<file path="src/sv/pfma_pkg.sv">
`timescale 1ns / 1ps
// ----------------------------------------------------------------------------
// pfma_pkg
// Shared types and constants of the pressure force and moment accumulator:
// request structs, controller command and status groups, operand codes.
// ----------------------------------------------------------------------------
package pfma_pkg;

  // fixed-point format defaults
  localparam int FRACTION_BITS_DEF = 16;

  // datapath widths
  localparam int WORD_W   = 32;               // Q16.16 inputs and registers
  localparam int OPB_W    = WORD_W + 1;       // differences and b operands
  localparam int SUM_W    = 64;               // Q48.16 sums
  localparam int HALF_W   = SUM_W / 2;        // one slice of the a operand
  localparam int PP_W     = 2 * OPB_W;        // one partial product
  localparam int PROD_W   = SUM_W + OPB_W;    // full product

  localparam logic signed [SUM_W-1:0] SUM_MAX = {1'b0, {(SUM_W-1){1'b1}}};
  localparam logic signed [SUM_W-1:0] SUM_MIN = {1'b1, {(SUM_W-1){1'b0}}};

  // configuration registers
  localparam int CFG_IDX_W = 3;
  localparam logic [CFG_IDX_W-1:0] CFG_DENSITY  = 3'd0;
  localparam logic [CFG_IDX_W-1:0] CFG_PRESSURE = 3'd1;
  localparam logic [CFG_IDX_W-1:0] CFG_CENTRE_X = 3'd2;
  localparam logic [CFG_IDX_W-1:0] CFG_CENTRE_Y = 3'd3;
  localparam logic [CFG_IDX_W-1:0] CFG_CENTRE_Z = 3'd4;

  localparam logic signed [WORD_W-1:0] DENSITY_RESET = 32'sd65536;

  // input request: one boundary face
  typedef struct packed {
    logic signed [WORD_W-1:0] face_pressure;
    logic signed [WORD_W-1:0] area_x;
    logic signed [WORD_W-1:0] area_y;
    logic signed [WORD_W-1:0] area_z;
    logic signed [WORD_W-1:0] centre_x;
    logic signed [WORD_W-1:0] centre_y;
    logic signed [WORD_W-1:0] centre_z;
    logic                     last_face;
  } pfma_in_t;

  // output request: patch totals
  typedef struct packed {
    logic signed [SUM_W-1:0] force_x;
    logic signed [SUM_W-1:0] force_y;
    logic signed [SUM_W-1:0] force_z;
    logic signed [SUM_W-1:0] moment_x;
    logic signed [SUM_W-1:0] moment_y;
    logic signed [SUM_W-1:0] moment_z;
    logic                    overflow;
  } pfma_out_t;

  // multiplier a operand
  typedef enum logic [2:0] {
    ASEL_RHO,
    ASEL_Q,
    ASEL_F0,
    ASEL_F1,
    ASEL_F2
  } pfma_asel_t;

  // multiplier b operand
  typedef enum logic [2:0] {
    BSEL_DP,
    BSEL_S0,
    BSEL_S1,
    BSEL_S2,
    BSEL_L0,
    BSEL_L1,
    BSEL_L2
  } pfma_bsel_t;

  // destination of a finished product
  typedef enum logic [2:0] {
    DST_Q,
    DST_F0,
    DST_F1,
    DST_F2,
    DST_T,
    DST_P2
  } pfma_dst_t;

  // saturating adder operation
  typedef enum logic [1:0] {
    AOP_FORCE,
    AOP_MSUB,
    AOP_MOMENT
  } pfma_aop_t;

  // controller to datapath
  typedef struct packed {
    logic       load;
    logic       mul_lo;
    logic       mul_hi;
    logic       mul_fin;
    pfma_asel_t asel;
    pfma_bsel_t bsel;
    pfma_dst_t  dst;
    logic       add_en;
    pfma_aop_t  aop;
    logic [1:0] aidx;
    logic       emit;
  } pfma_cmd_t;

  // datapath to controller
  typedef struct packed {
    logic last_face;
    logic out_free;
  } pfma_sts_t;

endpackage

</file>
<file path="src/sv/pfma_ctrl.sv">
`timescale 1ns / 1ps
// ----------------------------------------------------------------------------
// pfma_ctrl
// Sequencer for one face: walks a fixed list of products and saturating
// adds, then hands the totals to the output register on the last face.
// ----------------------------------------------------------------------------
module pfma_ctrl import pfma_pkg::*; (
  input  logic      clk,
  input  logic      rst_n,
  input  logic      in_valid,
  output logic      in_stall,
  input  pfma_sts_t sts,
  output pfma_cmd_t cmd
);

  typedef enum logic [2:0] {
    S_IDLE,
    S_MLO,
    S_MHI,
    S_MFIN,
    S_ADD,
    S_EMIT
  } state_t;

  typedef enum logic [1:0] {
    K_PROD,
    K_ADD,
    K_DONE
  } kind_t;

  typedef struct packed {
    kind_t      kind;
    pfma_asel_t asel;
    pfma_bsel_t bsel;
    pfma_dst_t  dst;
    pfma_aop_t  aop;
    logic [1:0] idx;
  } step_t;

  function automatic step_t mk_prod(input pfma_asel_t a, input pfma_bsel_t b,
                                    input pfma_dst_t d);
    step_t e;
    e      = '0;
    e.kind = K_PROD;
    e.asel = a;
    e.bsel = b;
    e.dst  = d;
    return e;
  endfunction

  function automatic step_t mk_add(input pfma_aop_t op, input logic [1:0] i);
    step_t e;
    e      = '0;
    e.kind = K_ADD;
    e.aop  = op;
    e.idx  = i;
    return e;
  endfunction

  // per-face program: pressure scale, forces, force sums, then three moments
  function automatic step_t prog(input logic [4:0] s);
    step_t e;
    e      = '0;
    e.kind = K_DONE;
    case (s)
      5'd0:  e = mk_prod(ASEL_RHO, BSEL_DP, DST_Q);
      5'd1:  e = mk_prod(ASEL_Q, BSEL_S0, DST_F0);
      5'd2:  e = mk_prod(ASEL_Q, BSEL_S1, DST_F1);
      5'd3:  e = mk_prod(ASEL_Q, BSEL_S2, DST_F2);
      5'd4:  e = mk_add(AOP_FORCE, 2'd0);
      5'd5:  e = mk_add(AOP_FORCE, 2'd1);
      5'd6:  e = mk_add(AOP_FORCE, 2'd2);
      // moment x: ly*fz - lz*fy
      5'd7:  e = mk_prod(ASEL_F2, BSEL_L1, DST_T);
      5'd8:  e = mk_prod(ASEL_F1, BSEL_L2, DST_P2);
      5'd9:  e = mk_add(AOP_MSUB, 2'd0);
      5'd10: e = mk_add(AOP_MOMENT, 2'd0);
      // moment y: lz*fx - lx*fz
      5'd11: e = mk_prod(ASEL_F0, BSEL_L2, DST_T);
      5'd12: e = mk_prod(ASEL_F2, BSEL_L0, DST_P2);
      5'd13: e = mk_add(AOP_MSUB, 2'd1);
      5'd14: e = mk_add(AOP_MOMENT, 2'd1);
      // moment z: lx*fy - ly*fx
      5'd15: e = mk_prod(ASEL_F1, BSEL_L0, DST_T);
      5'd16: e = mk_prod(ASEL_F0, BSEL_L1, DST_P2);
      5'd17: e = mk_add(AOP_MSUB, 2'd2);
      5'd18: e = mk_add(AOP_MOMENT, 2'd2);
      default: e.kind = K_DONE;
    endcase
    return e;
  endfunction

  state_t     state_r, state_nxt;
  logic [4:0] step_r, step_nxt;
  step_t      cur;
  step_t      upcoming;
  state_t     adv_state;

  assign cur      = prog(step_r);
  assign upcoming = prog(step_r + 5'd1);

  // state entered when moving on to the next step
  always_comb begin
    case (upcoming.kind)
      K_PROD:  adv_state = S_MLO;
      K_ADD:   adv_state = S_ADD;
      default: adv_state = sts.last_face ? S_EMIT : S_IDLE;
    endcase
  end

  // next state
  always_comb begin
    state_nxt = state_r;
    step_nxt  = step_r;
    case (state_r)
      S_IDLE: begin
        if (in_valid) begin
          // the program opens with a product
          state_nxt = S_MLO;
          step_nxt  = 5'd0;
        end
      end
      S_MLO:  state_nxt = S_MHI;
      S_MHI:  state_nxt = S_MFIN;
      S_MFIN, S_ADD: begin
        state_nxt = adv_state;
        step_nxt  = step_r + 5'd1;
      end
      S_EMIT: begin
        if (sts.out_free) begin
          state_nxt = S_IDLE;
        end
      end
      default: state_nxt = S_IDLE;
    endcase
  end

  always_ff @(posedge clk) begin
    if (!rst_n) begin
      state_r <= S_IDLE;
      step_r  <= 5'd0;
    end else begin
      state_r <= state_nxt;
      step_r  <= step_nxt;
    end
  end

  // command decode
  always_comb begin
    cmd         = '0;
    cmd.load    = (state_r == S_IDLE) && in_valid;
    cmd.mul_lo  = (state_r == S_MLO);
    cmd.mul_hi  = (state_r == S_MHI);
    cmd.mul_fin = (state_r == S_MFIN);
    cmd.asel    = cur.asel;
    cmd.bsel    = cur.bsel;
    cmd.dst     = cur.dst;
    cmd.add_en  = (state_r == S_ADD);
    cmd.aop     = cur.aop;
    cmd.aidx    = cur.idx;
    cmd.emit    = (state_r == S_EMIT) && sts.out_free;
  end

  assign in_stall = (state_r != S_IDLE);

endmodule

</file>
<file path="config.mk">
export PLATFORM = sky130hd
export DESIGN_NAME = pfma_ctrl
export DESIGN_NICKNAME = d
export VERILOG_FILES = /design/src/sv/pfma_pkg.sv /design/src/sv/pfma_ctrl.sv
export SDC_FILE = /design/constraint.sdc
export NUM_CORES = 1
export LEC_CHECK = 0
export BUFFER_PORTS_ARGS = -buffer_cell sky130_fd_sc_hd__buf_2
export CAP_MARGIN = 20
export CORE_MARGIN = 5
export CORE_UTILIZATION = 30
export DETAILED_ROUTE_END_ITERATION = 16
export GPL_ROUTABILITY_DRIVEN = 1
export PLACE_DENSITY = 0.6
export SYNTH_ARGS = -nofsm -noshare
export SYNTH_HDL_FRONTEND = slang
export SYNTH_SLANG_ARGS = --single-unit
</file>
<file path="constraint.sdc">
create_clock -name clk -period 3.71 [get_ports clk]
set_input_delay 1.113 -clock clk [delete_from_list [all_inputs] [get_ports clk]]
set_output_delay 1.113 -clock clk [all_outputs]
set_load 0.03 [all_outputs]
</file>
# Word-level counts from Yosys, hierarchy flattened
# Cells that the tools add are included.
# Widths: inputs -> output; s select.
dict set report classes {
  n_addsub 1
  n_eq_ne 43
  mux 9
  n_reduce_logical 12
}
# operator count
set ops {}
lappend ops {{$pmux 13 s17} 1}
lappend ops {{$eq 5x4->1 const B} 16}
lappend ops {{$eq 5x3->1 const B} 7}
lappend ops {{$eq 5x5->1 const B} 6}
lappend ops {{$eq 5x2->1 const B} 4}
lappend ops {{$pmux 3 s5} 1}
lappend ops {{$eq 5x1->1 const B} 2}
lappend ops {{$pmux 5 s2} 1}
lappend ops {{$reduce_or 10->1} 1}
lappend ops {{$mux 3} 3}
lappend ops {{$reduce_or 9->1} 1}
lappend ops {{$eq 3x2->1 const B} 2}
lappend ops {{$eq 3x3->1 const B} 2}
lappend ops {{$pmux 3 s2} 1}
lappend ops {{$add 5x1->5 const B} 1}
lappend ops {{$logic_not 5->1} 1}
lappend ops {{$mux 5} 1}
lappend ops {{$ne 2x2->1 const B} 2}
lappend ops {{$pmux 2 s2} 1}
lappend ops {{$reduce_and 2->1} 2}
lappend ops {{$eq 3x1->1 const B} 1}
lappend ops {{$logic_not 3->1} 1}
lappend ops {{$reduce_bool 3->1} 1}
lappend ops {{$eq 2x1->1 const B} 1}
lappend ops {{other kinds (4)} 5}
dict set report totals {
  regBits 8
  inputBits 5
  out_inout_bits 20
  wordCells 67
}

# Depth between registers and ports, before layout
# Gate-level depths: netlist (run 1).
dict set report depth {
  word_depth 7
  mapped_depth 9
  ltp_nobuf 8
}

# Worst setup path after synthesis (run 1)
# OpenSTA, ideal clock, no wires.
dict set report synth_timing {
  kind {reg2out}
  start {reg step_r[0]}
  end {out cmd[12] in the netlist's numbering}
  arrival_ps 1889
  required_ps 2597
  slack_ps 708
  path_stages_with_launch 7
  n_path_buf 1
  path_cell_list {dfxtp_1 > ha_1 > clkbuf_1 > nand2_1 > nand3_1 > o21ai_0 > o21ai_0}
}
# item line_no
set synth_rtl {}
lappend synth_rtl {{from (decl)} pfma_ctrl.sv:94} ;# logic [4:0] step_r, step_nxt;
lappend synth_rtl {{from (signal assigned)} pfma_ctrl.sv:144} ;# step_r <= step_nxt;
lappend synth_rtl {{to (decl)} pfma_ctrl.sv:13} ;# output pfma_cmd_t cmd

==> summary.md, run 1 <==
| Metric | Value |
|---|---|
| GRT Residual Overflow | `0` |
| Die H | `65.1 um` |
| CP max stage delay | `0.50 ns` |
| Min Clock Period, post-route | `3.32 ns` |
| Synth top area share | `0.176` |
| Final period util | `0.896` |
| Min-delay worst type | `flip-flop to flip-flop` |
| Total iterations of the first detailed-routing run | `4` |
| First-pass GRT wire length | `4110 um` |
| P_leak | `0.459 nW` |
| Primary FF master, synth | `dfxtp_1` |
| Post-synth EDFFs | `0` |
| Post-synth cell types | `46` |
| Nature of the critical path startpoint | `flip-flop` |
| Worst reg2reg path depth | `8` |
| CP arrival | `2.21 ns` |
| Clock Latency Late Sink | `0.25 ns` |
| Worst EP required | `2.60 ns` |
| Max Buffers Root-to-Sink | `2` |
| Largest net degree at the start of global routing | `17` |
| Via/cell ratio | `5.50` |
| # Post-CTS Setup Buffers | `0` |
| Num rows | `20` |
| Top post-synthesis cells by area | `dfxtp_1 (18%), o21ai_0 (7.7%), nor2_1 (7.0%)` |
| Iter 0 DRT Violations | `69` |
| Fin. max-slew vios | `0` |
| Skew final | `0.00415 ns` |
| Root Driver | `clkbuf_4` |
| RSZ-0062 raised after global routing | `no` |
| Power consumption | `0.000252 W` |
| Crit-path max FO | `15` |
| Multi-input gate area | `679 um^2` |
| Final wirelength | `2440 um` |
| Post_cts resized | `0` |
| Post-Syn Instances | `132` |
| ANT nets after route | `0` |
| DR WL/cell | `13.3 um` |
| TritonCTS buffer count | `3` |
| Syn_nets | `142` |
| Netlist Area Pre-Place | `912 um^2` |
| H-tree levels | `1` |
| Via Count | `1,006` |
| Hold_buf cts | `0` |
| Final Hold Viols | `0` |
| Syn. warnings | `0` |
| I/O Buffers | `24` |
| Core Util, Final | `0.353` |
| Run status | `finished clean` |
| Fillers | `321` |
| Top Ports | `25` |
| Worst setup EP type | `output port` |
| F_max | `301 MHz` |
| Crit path max-delay cell type | `ha_1` |
| CP cell instances | `ha_1, nand2_1, nor2_1, ha_1, o21ai_0, o21ai_0, buf_2` |
| P per Cell Area | `240 nW/um^2` |
| Synth top cells by count | `nor2_1 (17), o21ai_0 (14), nand2_1 (10), a21oi_1 (9), dfxtp_1 (8)` |
| GRT Overall Usage | `0.120` |
| Chip Width | `65.1 um` |
| P&R area growth vs syn | `15.1%` |
| Syn Area/Cell | `6.91 um^2` |
| Clock-pin slew on the worst setup and hold paths | `0.06 ns` |
| CTS tree | `done` |
| Final setup vio count | `0` |
| Inserted Diodes | `0` |
| Detailed placement HPWL | `1820 um` |
| Initial Utilization | `0.306` |
| Gp weighted congestion | `0.879` |
| Post-route setup TNS | `0 ns` |
| Count leader, synth | `nor2_1` |
| Total clock sinks | `8` |
| Worst slew pin tran | `0.640 ns` |
| Relative slew slack | `0.567` |
| Ys async rst share | `0` |
| #FFs+latches synth | `8` |
| Core Area | `2980 um^2` |
| Vias in the first global route | `894` |
| Sequential cell area | `160 um^2` |
| Max Cap Viol | `0` |
| Die ar. | `4240 um^2` |
| WHS Path Cells | `2` |
| Worst R2R Setup Slack | `0.78 ns` |
| VDD IR max | `0.0572 mV` |
| Final nets | `162` |
| WS Path Type | `flip-flop to output port` |
| Layout cells sized above 1 | `0.247` |
| Initial antenna violation count | `0` |
| Post-synthesis sequential area ratio | `0.176` |
| # DRC | `0` |
| Synth area leader | `dfxtp_1` |
## registers in the layout (all words and copies together), names as in the netlist
| signal | flops |
|---|---|
| step_r | 5 |
| state_r | 3 |
## per-layer routing
metal,up-vias,global-route usage,share of wire
met5,-,0,0
met4,0,0.0311,0.0033
met3,2,0.0256,0.065
met2,29,0.183,0.40
met1,462,0.171,0.53
li1,513,-,-
## critical path: cells and delay by family, from the launching register on
family,cells,cell delay [ns]
adders and majority gates,2,0.68
DFF,1,0.48
and+or+nand+nor,2,0.35
AOI/OAI and AO/OA,2,0.23
buffers and inverters,1,0.22
## path summary, 6_finish.rpt
kind                endpoint  startpoint
hold / removal    state_r[1]  state_r[2]
setup / recovery     cmd[12]   step_r[0]
setup reg to reg  state_r[0]   step_r[0]
hold reg to reg   state_r[1]  state_r[2]
## cells in the final DEF (no fill, tap or decap), types with 2 or more instances in the layout
master and n:
nand3_1 4, nor2b_1 4, buf_2 24, ha_1 5, nor3_1 5, a211oi_1 2
xor2_1 2, a21boi_0 3, a21oi_1 9, nand2_1 10, nor2_1 17, nor3b_1 2
inv_1 7, nor4b_1 2, clkbuf_4 3, a31oi_1 3, dfxtp_1 8, o21ai_0 14
## per-stage QoR
| stage | hold WS, ns | setup slack, ns | instances | cell area [um^2] |
|---|---|---|---|---|
| after floorplan | 0.576 | 0.708 | 132 | 912 |
| final | 0.658 | 0.385 | 183 | 1050 |
| after global routing | 0.700 | 0.149 | 183 | 1050 |
| after global placement | 0.625 | 0.755 | 180 | 1030 |
| after detailed placement | 0.643 | 0.715 | 180 | 1030 |
| after CTS | 0.652 | 0.410 | 183 | 1050 |
## cell type report
cell class	count	area share
flip-flops and latches	8	0.153
inverters	7	0.0250
multi-input cells	108	0.647
well taps	33	0.0393
clock buffers	3	0.0215
repair buffers	24	0.114
## report_power, final
group | leakage [nW] | switching (W) | internal [W]
clock network | 0.0138 | 0.0000314 | 0.0000372
registers | 0.0650 | 0.0000111 | 0.0000903
logic | 0.380 | 0.0000519 | 0.0000297
total | 0.459 | 0.0000944 | 0.000157
## cell families after synthesis
kind of cell / synth area share
adder cells (fa/ha/maj): 0.0686
AO/OA/AOI/OAI: 0.287
flip-flops: 0.176
buffers and inverters: 0.0796
XOR/XNOR: 0.0288
AND/OR/NAND/NOR: 0.361
No activity file was read; power rests on OpenSTA's default activity.
==> inputs of run 2 (changes only) <==
--- a/config.mk
+++ b/config.mk
@@ -12,6 +12,7 @@
 export DETAILED_ROUTE_END_ITERATION = 16
 export GPL_ROUTABILITY_DRIVEN = 1
 export PLACE_DENSITY = 0.6
+export SETUP_SLACK_MARGIN = 0.4
 export SYNTH_ARGS = -nofsm -noshare
 export SYNTH_HDL_FRONTEND = slang
 export SYNTH_SLANG_ARGS = --single-unit
==> run 2 against run 1 <==
Net effect: via count unchanged; critical path depth unchanged; sequential share of layout area decreased by 0.18 points; global-route usage unchanged; clock power about the same; hold slack about the same; final cell count unchanged; cell area increased by 1.2%; combinational power about the same; die area unchanged; largest power group unchanged.
==> summary.md, run 2 (synthesized netlist as in run 1, its figures left out) <==
| Metric | Value |
|---|---|
| Post-route insts no fill | `183 (unchanged)` |
| Metal-1 WL | `1270 um (-1.1%)` |
| Max Cap Viol | `0 (unchanged)` |
| Worst setup EP type | `output port` |
| I/O Buffers | `24 (unchanged)` |
| First-pass GRT wire length | `4110 um (unchanged)` |
| Final nets | `162 (unchanged)` |
| Chip Width | `65.1 um (unchanged)` |
| P per Cell Area | `237 nW/um^2 (-0.96%)` |
| Placed cell count | `180 (unchanged)` |
| Post-route setup TNS | `0 ns (unchanged)` |
| CTS tree | `done` |
| Min-delay worst type | `flip-flop to flip-flop` |
| DR WL/cell | `13.4 um (+0.49%)` |
| Met3 Routed Length | `166 um (+5.1%)` |
| Nature of the critical path startpoint | `flip-flop` |
| Total iterations of the first detailed-routing run | `4 (unchanged)` |
| Most common cell after layout, fill and taps aside | `buf_2` |
| Max Buffers Root-to-Sink | `2 (unchanged)` |
| Via Count | `1,006 (unchanged)` |
| Commonest cells after routing, fill and taps aside | `buf_2 (24), nor2_1 (17), o21ai_0 (14)` |
| Worst reg2reg path depth | `8 (unchanged)` |
| Final Hold Viols | `0 (unchanged)` |
| Met2 WL post-DR | `1000 um (+1.9%)` |
| Total clock sinks | `8 (unchanged)` |
| P&R area growth vs syn | `16.5%` |
| ANT nets after route | `0 (unchanged)` |
| TritonCTS buffer count | `3 (unchanged)` |
| WHS Path Cells | `2 (unchanged)` |
| Fin. max-slew vios | `0 (unchanged)` |
| Largest register by flop count | `step_r` |
| Final instance area | `1060 um^2 (+1.2%)` |
| Die H | `65.1 um (unchanged)` |
| Max FFs per register | `5 (unchanged)` |
| Topmost layer with routed signal wires | `met4` |
| Via/cell ratio | `5.50 (unchanged)` |
| GRT Residual Overflow | `0 (unchanged)` |
| Final period util | `0.827 (-0.0690)` |
| Worst slew pin tran | `0.640 ns (+0.00000566 ns)` |
| Setup WS post-layout | `0.641 ns (+0.256 ns)` |
| Pre-CTS setup slack | `0.715 ns (unchanged)` |
| P_leak | `0.456 nW (-0.63%)` |
| H-tree levels | `1 (unchanged)` |
| WS Path Type | `flip-flop to output port` |
| Vias in the first global route | `894 (unchanged)` |
| Final wirelength | `2450 um (+0.49%)` |
| F_max | `326 MHz (+8.3%)` |
| Biggest regs | `step_r (5), state_r (3)` |
| Detailed placement HPWL | `1820 um (unchanged)` |
| Final setup vio count | `0 (unchanged)` |
| Iter 0 DRT Violations | `53 (-23%)` |
| Inserted Diodes | `0 (unchanged)` |
| Initial Utilization | `0.306 (unchanged)` |
| # Post-CTS Setup Buffers | `0 (unchanged)` |
| Root Driver | `clkbuf_4` |
| Hold slack | `0.658 ns (-0.0000990 ns)` |
| GRT Overall Usage | `0.120 (unchanged)` |
| Relative slew slack | `0.567 (about the same)` |
| Initial antenna violation count | `0 (unchanged)` |
| Clock Latency Late Sink | `0.25 ns (about the same)` |
| RSZ-0062 raised after global routing | `no` |
| Worst EP required | `2.60 ns (about the same)` |
| Skew final | `0.00415 ns (-0.00000330 ns)` |
| Gp weighted congestion | `0.879 (unchanged)` |
| Layout cells sized above 1 | `0.253 (+0.00667)` |
| # DRC | `0 (unchanged)` |
| Largest net degree at the start of global routing | `17 (unchanged)` |
| Run status | `finished clean` |
| Crit-path max FO | `15 (unchanged)` |
| CP arrival | `1.96 ns (-0.25 ns)` |
| Clock-pin slew on the worst setup and hold paths | `0.06 ns (about the same)` |
| Placed instance area | `1030 um^2 (unchanged)` |
| VDD IR max | `0.0572 mV (about the same)` |
| Min Clock Period, post-route | `3.07 ns (-0.256 ns)` |
| Core Area | `2980 um^2 (unchanged)` |
| Die ar. | `4240 um^2 (unchanged)` |
| Top Ports | `25 (unchanged)` |
| Num rows | `20 (unchanged)` |
==> run 2: cell types whose count changed in the layout (fill, tap and decap cells not counted) <==
cell | previous run | this run
ha_4 | 0 | 1
ha_1 | 5 | 4
==> run 2: timing repair <==
| item | in CTS | in global routing |
|---|---|---|
| gates resized for setup | 0 | 2 |
| hold buffers | 0 | 0 |
| hold endpoints to repair | 0 | 0 |
| setup endpoints to repair | 0 | 1 |
==> run 2: metrics by stage <==
step | total power, W | utilization
3_5_place_dp | 0.000185 | 0.345
4_1_cts | 0.000255 | 0.353
3_3_place_gp | 0.000183 | 0.345
2_1_floorplan | 0.000167 | -
6_report | 0.000252 | 0.357
5_1_grt | 0.000269 | 0.357
==> run 2: cell type report <==
class / count / area, um^2
clock buffer: 3 / 22.5
fill: 321 / 1920
inverter: 7 / 26.3
multi-input combinational: 108 / 692
sequential: 8 / 160
tap: 33 / 41.3
timing repair buffer: 24 / 120
==> run 2: path summary, 6_finish.rpt <==
path,to,from,slack (ns)
worst min-delay path,state_r[1],state_r[2],0.66
worst max-delay path,cmd[12],step_r[0],0.64
worst max register to register,state_r[0],step_r[0],1.04
worst min register to register,state_r[1],state_r[2],0.66
==> run 2: critical path: stages (launching register included) <==
cell	delay [ns]
dfxtp_1	0.52
ha_4	0.28
nand2_1	0.14
nor2_1	0.14
ha_1	0.18
o21ai_0	0.09
o21ai_0	0.13
buf_2	0.22
==> run 2: layer usage <==
layer	vias to the layer above	global-route usage
met5	-	0
met4	0	0.0311
met3	2	0.0256
met2	36	0.183
met1	455	0.171
li1	513	-
==> run 2: report_power, final <==
part | switching (W) | internal (W)
sequential | 0.0000115 | 0.0000903
clock | 0.0000314 | 0.0000372
combinational | 0.0000521 | 0.0000297
